==> src/uapq_pkg.sv <==
// Shared types and constants for the unsorted array priority queue.
`timescale 1ns / 1ps
`default_nettype none
package uapq_pkg;

	localparam int DEPTH_DEFAULT = 64;

	localparam int MODE_W   = 3;
	localparam int ELEM_W   = 16;
	localparam int PRIO_W   = 16;
	localparam int STATUS_W = 2;
	localparam int RIDX_W   = 6;
	localparam int RCNT_W   = 7;
	localparam int CFG_W    = 7;

	localparam logic [CFG_W-1:0] CAP_RESET = 7'd64;

	localparam logic [MODE_W-1:0] MODE_INSERT = 3'd0;
	localparam logic [MODE_W-1:0] MODE_TOP    = 3'd1;
	localparam logic [MODE_W-1:0] MODE_POP    = 3'd2;
	localparam logic [MODE_W-1:0] MODE_REMOVE = 3'd3;
	localparam logic [MODE_W-1:0] MODE_UPDATE = 3'd4;

	localparam logic [STATUS_W-1:0] STAT_OK       = 2'd0;
	localparam logic [STATUS_W-1:0] STAT_EMPTY    = 2'd1;
	localparam logic [STATUS_W-1:0] STAT_FULL     = 2'd2;
	localparam logic [STATUS_W-1:0] STAT_NOTFOUND = 2'd3;

	typedef enum logic [1:0] {
		ST_IDLE,
		ST_SCAN,
		ST_FINISH
	} state_t;

	typedef struct packed {
		logic load;       // latch the operation of a start transfer
		logic top_read;   // read the entry at the top index
		logic scan_init;  // clear the scan pointers and trackers
		logic scan_step;  // advance the scan by one entry
		logic finish;     // commit the operation and present its result
	} cmd_t;

	typedef struct packed {
		logic scan_done;
	} stat_t;

endpackage
`default_nettype wire

==> src/unsorted_array_priority_queue.sv <==
// Insert, top and unused modes pass through the finish state, which commits the operation.
// Pop, remove and update commit after a scan: the single read port of the entry memory walks
// every held entry once, one a cycle, shifting (pop, remove) and rescanning in the same pass.
// A new start transfer is taken in the cycle the result strobe is high; results cannot stall.
// Reset clears the count, the top index, the controller and sets capacity to 64;
// the entry memory is not cleared and needs no clearing pass.
`timescale 1ns / 1ps
`default_nettype none
module unsorted_array_priority_queue #(
	parameter int DEPTH = uapq_pkg::DEPTH_DEFAULT
) (
	input  wire logic                          clk,
	input  wire logic                          arst_n,
	input  wire logic                          start,
	output logic                               busy,
	input  wire logic [uapq_pkg::MODE_W-1:0]   mode,
	input  wire logic [uapq_pkg::ELEM_W-1:0]   element_id,
	input  wire logic [uapq_pkg::PRIO_W-1:0]   priority_req,
	input  wire logic                          cfg_we,
	input  wire logic [uapq_pkg::CFG_W-1:0]    cfg_wdata,
	output logic                               done,
	output logic [uapq_pkg::STATUS_W-1:0]      status,
	output logic [uapq_pkg::ELEM_W-1:0]        result_element,
	output logic [uapq_pkg::RIDX_W-1:0]        result_index,
	output logic [uapq_pkg::RCNT_W-1:0]        entry_count
);

	uapq_pkg::cmd_t  cmd;
	uapq_pkg::stat_t stat;

	uapq_ctrl u_ctrl (
		.clk    (clk),
		.arst_n (arst_n),
		.start  (start),
		.mode   (mode),
		.stat   (stat),
		.busy   (busy),
		.cmd    (cmd)
	);

	uapq_dp #(
		.DEPTH (DEPTH)
	) u_dp (
		.clk            (clk),
		.arst_n         (arst_n),
		.cfg_we         (cfg_we),
		.cfg_wdata      (cfg_wdata),
		.mode           (mode),
		.element_id     (element_id),
		.priority_req   (priority_req),
		.cmd            (cmd),
		.stat           (stat),
		.done           (done),
		.status         (status),
		.result_element (result_element),
		.result_index   (result_index),
		.entry_count    (entry_count)
	);

`ifndef NO_ASSERTIONS
	// Every accepted transfer keeps the block busy in the following cycle.
	a_accept_busy: assert property (@(posedge clk) disable iff (!arst_n)
		(start && !busy) |=> busy)
		else $error("block not busy after an accepted start");

	// The block leaves its busy period only by delivering a result.
	a_fall_done: assert property (@(posedge clk) disable iff (!arst_n)
		$fell(busy) |-> done)
		else $error("busy dropped without a result");

	// A result is only shown once the controller has returned to idle.
	a_done_idle: assert property (@(posedge clk) disable iff (!arst_n)
		done |-> !busy)
		else $error("result strobe while busy");

	// The commit command always produces a result strobe in the next cycle.
	a_finish_done: assert property (@(posedge clk) disable iff (!arst_n)
		cmd.finish |=> done)
		else $error("commit without a result strobe");
`endif

endmodule
`default_nettype wire

==> src/uapq_ctrl.sv <==
// Controller state machine for the unsorted array priority queue.
`timescale 1ns / 1ps
`default_nettype none
module uapq_ctrl (
	input  wire logic                        clk,
	input  wire logic                        arst_n,
	input  wire logic                        start,
	input  wire logic [uapq_pkg::MODE_W-1:0] mode,
	input  wire uapq_pkg::stat_t             stat,
	output logic                             busy,
	output uapq_pkg::cmd_t                   cmd
);

	uapq_pkg::state_t state_q;
	uapq_pkg::state_t state_nxt;

	always_ff @(posedge clk or negedge arst_n) begin
		if (!arst_n) begin
			state_q <= uapq_pkg::ST_IDLE;
		end else begin
			state_q <= state_nxt;
		end
	end

	always_comb begin
		state_nxt = state_q;
		case (state_q)
			uapq_pkg::ST_IDLE: begin
				if (start) begin
					if (mode inside {uapq_pkg::MODE_POP, uapq_pkg::MODE_REMOVE,
							uapq_pkg::MODE_UPDATE}) begin
						state_nxt = uapq_pkg::ST_SCAN;
					end else begin
						state_nxt = uapq_pkg::ST_FINISH;
					end
				end
			end
			uapq_pkg::ST_SCAN: begin
				if (stat.scan_done) begin
					state_nxt = uapq_pkg::ST_IDLE;
				end
			end
			uapq_pkg::ST_FINISH: begin
				state_nxt = uapq_pkg::ST_IDLE;
			end
			default: begin
				state_nxt = uapq_pkg::ST_IDLE;
			end
		endcase
	end

	always_comb begin
		cmd  = '0;
		busy = 1'b1;
		case (state_q)
			uapq_pkg::ST_IDLE: begin
				busy          = 1'b0;
				cmd.load      = start;
				cmd.scan_init = start;
				cmd.top_read  = start && (mode == uapq_pkg::MODE_TOP);
			end
			uapq_pkg::ST_SCAN: begin
				cmd.scan_step = 1'b1;
				cmd.finish    = stat.scan_done;
			end
			uapq_pkg::ST_FINISH: begin
				cmd.finish = 1'b1;
			end
			default: begin
				busy = 1'b1;
			end
		endcase
	end

endmodule
`default_nettype wire

==> src/uapq_dp.sv <==
// Datapath of the unsorted array priority queue: entry memory, scan and results.
`timescale 1ns / 1ps
`default_nettype none
module uapq_dp #(
	parameter int DEPTH = uapq_pkg::DEPTH_DEFAULT
) (
	input  wire logic                          clk,
	input  wire logic                          arst_n,
	input  wire logic                          cfg_we,
	input  wire logic [uapq_pkg::CFG_W-1:0]    cfg_wdata,
	input  wire logic [uapq_pkg::MODE_W-1:0]   mode,
	input  wire logic [uapq_pkg::ELEM_W-1:0]   element_id,
	input  wire logic [uapq_pkg::PRIO_W-1:0]   priority_req,
	input  wire uapq_pkg::cmd_t                cmd,
	output uapq_pkg::stat_t                    stat,
	output logic                               done,
	output logic [uapq_pkg::STATUS_W-1:0]      status,
	output logic [uapq_pkg::ELEM_W-1:0]        result_element,
	output logic [uapq_pkg::RIDX_W-1:0]        result_index,
	output logic [uapq_pkg::RCNT_W-1:0]        entry_count
);

	localparam int IDX_W  = $clog2(DEPTH);
	localparam int CNT_W  = $clog2(DEPTH + 1);
	localparam int CMP_W  = (CNT_W > uapq_pkg::CFG_W) ? CNT_W : uapq_pkg::CFG_W;
	localparam int IDXX_W = (IDX_W > uapq_pkg::RIDX_W) ? IDX_W : uapq_pkg::RIDX_W;
	localparam int CNTX_W = (CNT_W > uapq_pkg::RCNT_W) ? CNT_W : uapq_pkg::RCNT_W;

	// Configuration and operation registers.
	logic [uapq_pkg::CFG_W-1:0]    capacity_q;
	logic [uapq_pkg::MODE_W-1:0]   op_mode_q;
	logic [uapq_pkg::ELEM_W-1:0]   op_id_q;
	logic [uapq_pkg::PRIO_W-1:0]   op_prio_q;

	// Queue bookkeeping.
	logic [CNT_W-1:0]              count_q;
	logic [IDX_W-1:0]              highest_q;
	logic [uapq_pkg::PRIO_W-1:0]   best_prio_q;

	// Entry memory with registered read data.
	logic [uapq_pkg::ELEM_W-1:0]   mem_elem [DEPTH];
	logic [uapq_pkg::PRIO_W-1:0]   mem_prio [DEPTH];
	logic [uapq_pkg::ELEM_W-1:0]   rd_elem_q;
	logic [uapq_pkg::PRIO_W-1:0]   rd_prio_q;

	// Scan pointers and trackers.
	logic [CNT_W-1:0]              issue_ptr_q;
	logic                          vld_s1;
	logic [IDX_W-1:0]              ptr_s1;
	logic                          found_q;
	logic [IDX_W-1:0]              match_idx_q;
	logic [uapq_pkg::ELEM_W-1:0]   match_elem_q;
	logic [uapq_pkg::PRIO_W-1:0]   new_best_q;
	logic [IDX_W-1:0]              new_high_q;

	// Result registers.
	logic                          done_q;
	logic [uapq_pkg::STATUS_W-1:0] status_q;
	logic [uapq_pkg::ELEM_W-1:0]   res_elem_q;
	logic [IDX_W-1:0]              res_idx_q;

	logic                          op_pop;
	logic                          op_del;
	logic                          op_upd;
	logic                          hit;
	logic                          kept;
	logic [IDX_W-1:0]              new_pos;
	logic [uapq_pkg::PRIO_W-1:0]   cand_prio;
	logic                          take;
	logic                          issue_now;
	logic                          full;
	logic [CMP_W-1:0]              cap_ext;
	logic [CMP_W-1:0]              depth_ext;
	logic [CMP_W-1:0]              limit;
	logic [CMP_W-1:0]              count_ext;
	logic                          rd_en;
	logic [IDX_W-1:0]              rd_addr;
	logic                          wr_en;
	logic [IDX_W-1:0]              wr_addr;
	logic [uapq_pkg::ELEM_W-1:0]   wr_elem;
	logic [uapq_pkg::PRIO_W-1:0]   wr_prio;
	logic [IDXX_W-1:0]             ridx_ext;
	logic [CNTX_W-1:0]             rcnt_ext;

	assign op_pop = (op_mode_q == uapq_pkg::MODE_POP);
	assign op_del = op_pop || (op_mode_q == uapq_pkg::MODE_REMOVE);
	assign op_upd = (op_mode_q == uapq_pkg::MODE_UPDATE);

	assign cap_ext   = CMP_W'(capacity_q);
	assign depth_ext = CMP_W'(DEPTH);
	assign count_ext = CMP_W'(count_q);
	assign limit     = (cap_ext < depth_ext) ? cap_ext : depth_ext;
	assign full      = (count_ext >= limit);

	// A pop targets the top index; remove and update target the first matching id.
	assign hit = vld_s1 && !found_q &&
		(op_pop ? (ptr_s1 == highest_q) : (rd_elem_q == op_id_q));
	assign kept      = !(op_del && hit);
	assign new_pos   = (op_del && found_q) ? (ptr_s1 - IDX_W'(1)) : ptr_s1;
	assign cand_prio = (op_upd && hit) ? op_prio_q : rd_prio_q;
	assign take      = vld_s1 && kept && ((new_pos == '0) || (cand_prio > new_best_q));

	assign issue_now = cmd.scan_step && (issue_ptr_q != count_q);
	assign stat.scan_done = (issue_ptr_q == count_q) && !vld_s1;

	assign rd_en   = cmd.top_read || issue_now;
	assign rd_addr = cmd.top_read ? highest_q : issue_ptr_q[IDX_W-1:0];

	always_comb begin
		wr_en   = 1'b0;
		wr_addr = ptr_s1;
		wr_elem = rd_elem_q;
		wr_prio = rd_prio_q;
		if (cmd.finish && (op_mode_q == uapq_pkg::MODE_INSERT) && !full) begin
			wr_en   = 1'b1;
			wr_addr = count_q[IDX_W-1:0];
			wr_elem = op_id_q;
			wr_prio = op_prio_q;
		end else if (vld_s1 && op_del && found_q) begin
			// Entries behind the removed one move down by one place.
			wr_en   = 1'b1;
			wr_addr = ptr_s1 - IDX_W'(1);
		end else if (vld_s1 && op_upd && hit) begin
			wr_en   = 1'b1;
			wr_prio = op_prio_q;
		end
	end

	always_ff @(posedge clk) begin
		if (wr_en) begin
			mem_elem[wr_addr] <= wr_elem;
			mem_prio[wr_addr] <= wr_prio;
		end
		if (rd_en) begin
			rd_elem_q <= mem_elem[rd_addr];
			rd_prio_q <= mem_prio[rd_addr];
		end
	end

	always_ff @(posedge clk or negedge arst_n) begin
		if (!arst_n) begin
			capacity_q <= uapq_pkg::CAP_RESET;
		end else if (cfg_we) begin
			capacity_q <= cfg_wdata;
		end
	end

	always_ff @(posedge clk) begin
		if (cmd.load) begin
			op_mode_q <= mode;
			op_id_q   <= element_id;
			op_prio_q <= priority_req;
		end
	end

	always_ff @(posedge clk or negedge arst_n) begin
		if (!arst_n) begin
			issue_ptr_q <= '0;
			vld_s1      <= 1'b0;
			found_q     <= 1'b0;
		end else if (cmd.scan_init) begin
			issue_ptr_q <= '0;
			vld_s1      <= 1'b0;
			found_q     <= 1'b0;
		end else begin
			vld_s1 <= issue_now;
			if (issue_now) begin
				issue_ptr_q <= issue_ptr_q + CNT_W'(1);
			end
			if (hit) begin
				found_q <= 1'b1;
			end
		end
	end

	always_ff @(posedge clk) begin
		if (issue_now) begin
			ptr_s1 <= issue_ptr_q[IDX_W-1:0];
		end
		if (cmd.scan_init) begin
			new_best_q <= '0;
			new_high_q <= '0;
		end else if (take) begin
			new_best_q <= cand_prio;
			new_high_q <= new_pos;
		end
		if (hit) begin
			match_idx_q  <= ptr_s1;
			match_elem_q <= rd_elem_q;
		end
	end

	always_ff @(posedge clk or negedge arst_n) begin
		if (!arst_n) begin
			count_q     <= '0;
			highest_q   <= '0;
			best_prio_q <= '0;
			done_q      <= 1'b0;
		end else begin
			done_q <= cmd.finish;
			if (cmd.finish) begin
				case (op_mode_q)
					uapq_pkg::MODE_INSERT: begin
						if (!full) begin
							count_q <= count_q + CNT_W'(1);
							if ((count_q == '0) || (op_prio_q > best_prio_q)) begin
								highest_q   <= count_q[IDX_W-1:0];
								best_prio_q <= op_prio_q;
							end
						end
					end
					uapq_pkg::MODE_POP, uapq_pkg::MODE_REMOVE, uapq_pkg::MODE_UPDATE: begin
						if (found_q) begin
							if (op_del) begin
								count_q <= count_q - CNT_W'(1);
							end
							highest_q   <= new_high_q;
							best_prio_q <= new_best_q;
						end
					end
					default: begin
						count_q <= count_q;
					end
				endcase
			end
		end
	end

	always_ff @(posedge clk) begin
		if (cmd.finish) begin
			status_q   <= uapq_pkg::STAT_OK;
			res_elem_q <= op_id_q;
			res_idx_q  <= '0;
			case (op_mode_q)
				uapq_pkg::MODE_INSERT: begin
					if (full) begin
						status_q <= uapq_pkg::STAT_FULL;
					end else begin
						res_idx_q <= count_q[IDX_W-1:0];
					end
				end
				uapq_pkg::MODE_TOP: begin
					if (count_q == '0) begin
						status_q   <= uapq_pkg::STAT_EMPTY;
						res_elem_q <= '0;
					end else begin
						res_elem_q <= rd_elem_q;
						res_idx_q  <= highest_q;
					end
				end
				uapq_pkg::MODE_POP: begin
					if (found_q) begin
						res_elem_q <= match_elem_q;
						res_idx_q  <= match_idx_q;
					end else begin
						status_q   <= uapq_pkg::STAT_EMPTY;
						res_elem_q <= '0;
					end
				end
				uapq_pkg::MODE_REMOVE, uapq_pkg::MODE_UPDATE: begin
					if (found_q) begin
						res_idx_q <= match_idx_q;
					end else begin
						status_q <= uapq_pkg::STAT_NOTFOUND;
					end
				end
				default: begin
					status_q <= uapq_pkg::STAT_OK;
				end
			endcase
		end
	end

	assign ridx_ext = IDXX_W'(res_idx_q);
	assign rcnt_ext = CNTX_W'(count_q);

	assign done           = done_q;
	assign status         = status_q;
	assign result_element = res_elem_q;
	assign result_index   = ridx_ext[uapq_pkg::RIDX_W-1:0];
	assign entry_count    = rcnt_ext[uapq_pkg::RCNT_W-1:0];

endmodule
`default_nettype wire

==> config.mk <==
export PLATFORM = sky130hd
export DESIGN_NAME = unsorted_array_priority_queue
export DESIGN_NICKNAME = d
export VERILOG_FILES = /design/src/uapq_pkg.sv /design/src/unsorted_array_priority_queue.sv /design/src/uapq_ctrl.sv /design/src/uapq_dp.sv
export SDC_FILE = /design/constraint.sdc
export NUM_CORES = 2
export LEC_CHECK = 0
export BUFFER_PORTS_ARGS = -buffer_cell sky130_fd_sc_hd__buf_2
export CAP_MARGIN = 5
export CELL_PAD_IN_SITES_DETAIL_PLACEMENT = 0
export CELL_PAD_IN_SITES_GLOBAL_PLACEMENT = 1
export CORE_UTILIZATION = 45
export CTS_CLUSTER_SIZE = 16
export DETAILED_ROUTE_END_ITERATION = 6
export GPL_TIMING_DRIVEN = 0
export PLACE_DENSITY_LB_ADDON = 0.3
export SYNTH_ARGS = -nofsm -noshare
export SYNTH_HDL_FRONTEND = slang
export SYNTH_SLANG_ARGS = --single-unit
==> constraint.sdc <==
create_clock -name clk -period 13.52 [get_ports clk]
set_input_delay 0 -clock clk [delete_from_list [all_inputs] [get_ports clk]]
set_output_delay 0 -clock clk [all_outputs]
set_load 0.01 [all_outputs]
==> metrics.txt <==
Synth area leader=edfxtp_1; met3 Track Usage GR=under 10%; PD cells=179 mW/mm^2; Inserted Clock Buffers=224; Fill cells=16200; PortBufs=77; leading registers by flop count=u_dp.mem_elem (1024), u_dp.mem_prio (1024); gr busiest metal=met2; Die Span X=452 um; sequential share of power=between 40% and 50%; Final GP Congestion=roughly 0.97; sequential fraction of the synthesis area=73.1%; synth warn=0; Distinct cells, synth=73; Worst-Margin Slew=1.64 ns; most frequent cells in the layout=2167 x edfxtp_1, 619 x o21ai_0, 530 x a21oi_1; H-Tree Depth=4; GRT overflow=0; Async SR Flop Fraction=2.15%; Final Max Slew Viols=15; Leak Pwr=34.9 nW; CP arrival=around 7 ns; Reg clk slew, reported paths=0.07 ns; die area=between 0.2 and 0.25 mm^2; max-cap check violation count=3; final critical-path required period=6.53 ns; Crit path required time=around 14 ns; GR Util met2=43.0%; vias per cell=6.35; startpoint types=flip-flop; nets@finish=6848; FMAX=153 MHz; # setup viols final=0; Yosys top cell area share=between 70% and 80%; GR Layer Usage met1=a little over two fifths; commonest non-fill, non-tap cell in the layout=edfxtp_1; register bit count reported by yosys=2237; Ports=a little under 80; mapped cell area=between 0.09 and 0.1 mm^2; switching part of the total power=approximately a third; WL/cell=32.2 um; Antenna Nets Post-Route=0; clock power share=32.2%; DRC=4; DPL Wire Length=209000 um; Setup crit end kind=flip-flop; combinational share of power=23.7%; syn_nets=6327; Clock Skew=0.0570 ns; Slew HR=-10.5%; unrepaired setup endpoints after global routing=no; run status=finished, violations left; Tot Pwr=19.1 mW; EDFF count, synth=2167; Synth Instances=about 6200; Max Root-Sink Buffers=3; layout cells sized above 1=14.2%; CP max FO=10; period utilization=between 40% and 50%; Skew-Pair Late Insertion Delay=0.89 ns; Power Internal=13.0 mW; via count=61100; largest net degree at the start of global routing=65; Syn Area/Cell=14.6 um^2; Std-Cell Rows=~160; first-pass GRT wire length=~430000 um; critical path type=reg2reg; clock sinks=about 2200; Sequential cell area=0.0667 mm^2; Worst Hold Class=in2reg; overall routing resource usage=29.8%; dominant synthesized flop cell=edfxtp_1; CTS tree=yes; Post-CTS Resized=0; Initial Util=45.5%; Multi-input gate area=0.0231 mm^2; top cells by area, synth=edfxtp_1 71%, o21ai_0 3.4%, a21oi_1 2.9%; Setup TNS Final=0 ns; vias in the first global route=57500; Die Y=452 um; root buf cell=clkbuf_16; Initial DRC Count=a little over 9000; CORE AREA=0.200 mm^2; initial antenna violation count=38; Psw=~6 mW; Max VDD drop=around 110 uV; 1st-pass router iterations=7; Syn-to-layout area delta=16.8%; Final Routed Wirelength=310000 um; violated checks=design-rule violations, max-capacitance violations, max-slew violations; Final Hold Viols=0
[metrics by stage]
| step | utilization, % | cell area, um^2 | setup slack (ns) | cells | hold slack [ns] |
|---|---|---|---|---|---|
| CTS | 53.1 | 106000 | 7.41 | 9580 | 0.00231 |
| floorplan | - | 91200 | 9.20 | 6231 | -0.296 |
| global route | 53.1 | 106000 | 7.33 | 9603 | 0.0210 |
| detailed placement | 49.0 | 98300 | 7.45 | 9087 | 0.178 |
| global placement | 47.3 | 94900 | 5.82 | 8964 | 0.179 |
| finish | 53.1 | 107000 | 6.99 | 9625 | 0.0609 |
[worst paths after layout]
kind | end | from | slack (ns) | cells past startpoint
max | u_dp.rd_elem_q[1] | u_ctrl.state_q[0] | 6.99 | 12
min | u_dp.op_mode_q[2] | mode[2] | 0.06 | 2
max in group asynchronous | u_dp.issue_ptr_q[4] | arst_n | 12.97 | 4
max reg2reg | u_dp.rd_elem_q[1] | u_ctrl.state_q[0] | 6.99 | 12
min in group asynchronous | u_dp.cap_ext[6] | arst_n | 0.27 | 3
min reg2reg | u_dp.ptr_s1[4] | u_dp.issue_ptr_q[4] | 0.45 | 0
[synthesized netlist by cell type (72+ instances only)]
master / count
buf_2: 128
inv_1: 72
o22ai_1: 104
nand3_1: 520
a21oi_1: 530
edfxtp_1: 2167
mux2_1: 125
a211oi_1: 194
o41ai_1: 128
o21ai_0: 619
mux2i_1: 124
nor2_1: 93
nand2_1: 213
mux2_2: 206
clkbuf_1: 323
and3_1: 131
[logic make-up (layout without fill, tap and decap cells)]
family | after synthesis | after routing | synth area share (%)
XOR/XNOR | 56 | 56 | 0.538
adder cells (fa/ha/maj) | 50 | 50 | 0.694
other | 0 | 41 | 0
buffers and inverters | 571 | 1268 | 2.55
AND/OR/NAND/NOR | 1111 | 1111 | 6.17
AO/OA/AOI/OAI | 1751 | 1751 | 11.4
multiplexers | 455 | 455 | 5.45
flip-flops | 2237 | 2237 | 73.1
[cell type report]
| type | instances | share of cell area [%] |
|---|---|---|
| well taps | 2656 | 3.12 |
| flip-flops and latches | 2237 | 62.6 |
| clock buffers | 285 | 5.55 |
| repair buffers | 295 | 3.60 |
| inverters | 74 | 0.262 |
| diodes | 41 | 0.0963 |
| plain buffers | 497 | 1.94 |
| clock inverters | 117 | 1.15 |
| multi-input cells | 3423 | 21.6 |
[repair_timing]
item | in CTS | in global routing
hold endpoints to repair | 138 | 1
hold buffers | 91 | 1
buffers inserted | 0 | 0
[critical path, stage by stage (launching register included)]
cell and delay, ns:
dfrtp_1 0.39, inv_1 0.08, ha_1 0.26, nand4b_4 0.21, o21ai_0 0.45, buf_2 0.43
clkbuf_1 0.66, clkbuf_1 0.44, nand3_1 0.15, a21oi_1 0.07, o41ai_1 1.39, nand4_1 0.88
or4_1 0.81
[per-layer routing]
layer | wire [um] | vias to the layer above
met4 | 18400 | 12
met3 | 37100 | 654
met2 | 134000 | 3827
met1 | 121000 | 30900
met5 | 63 | -
li1 | - | 25700
[power by group through the flow]
stage          logic [mW]  registers [mW]  clock network, mW
6_report             4.53            8.41               6.15
5_1_grt              4.77            8.43               6.42
4_1_cts              4.43            8.41               6.17
3_5_place_dp         4.39            8.55                  0
3_3_place_gp         4.14            8.61                  0
2_1_floorplan        2.45            8.52                  0
No activity file was read; power rests on OpenSTA's default activity.
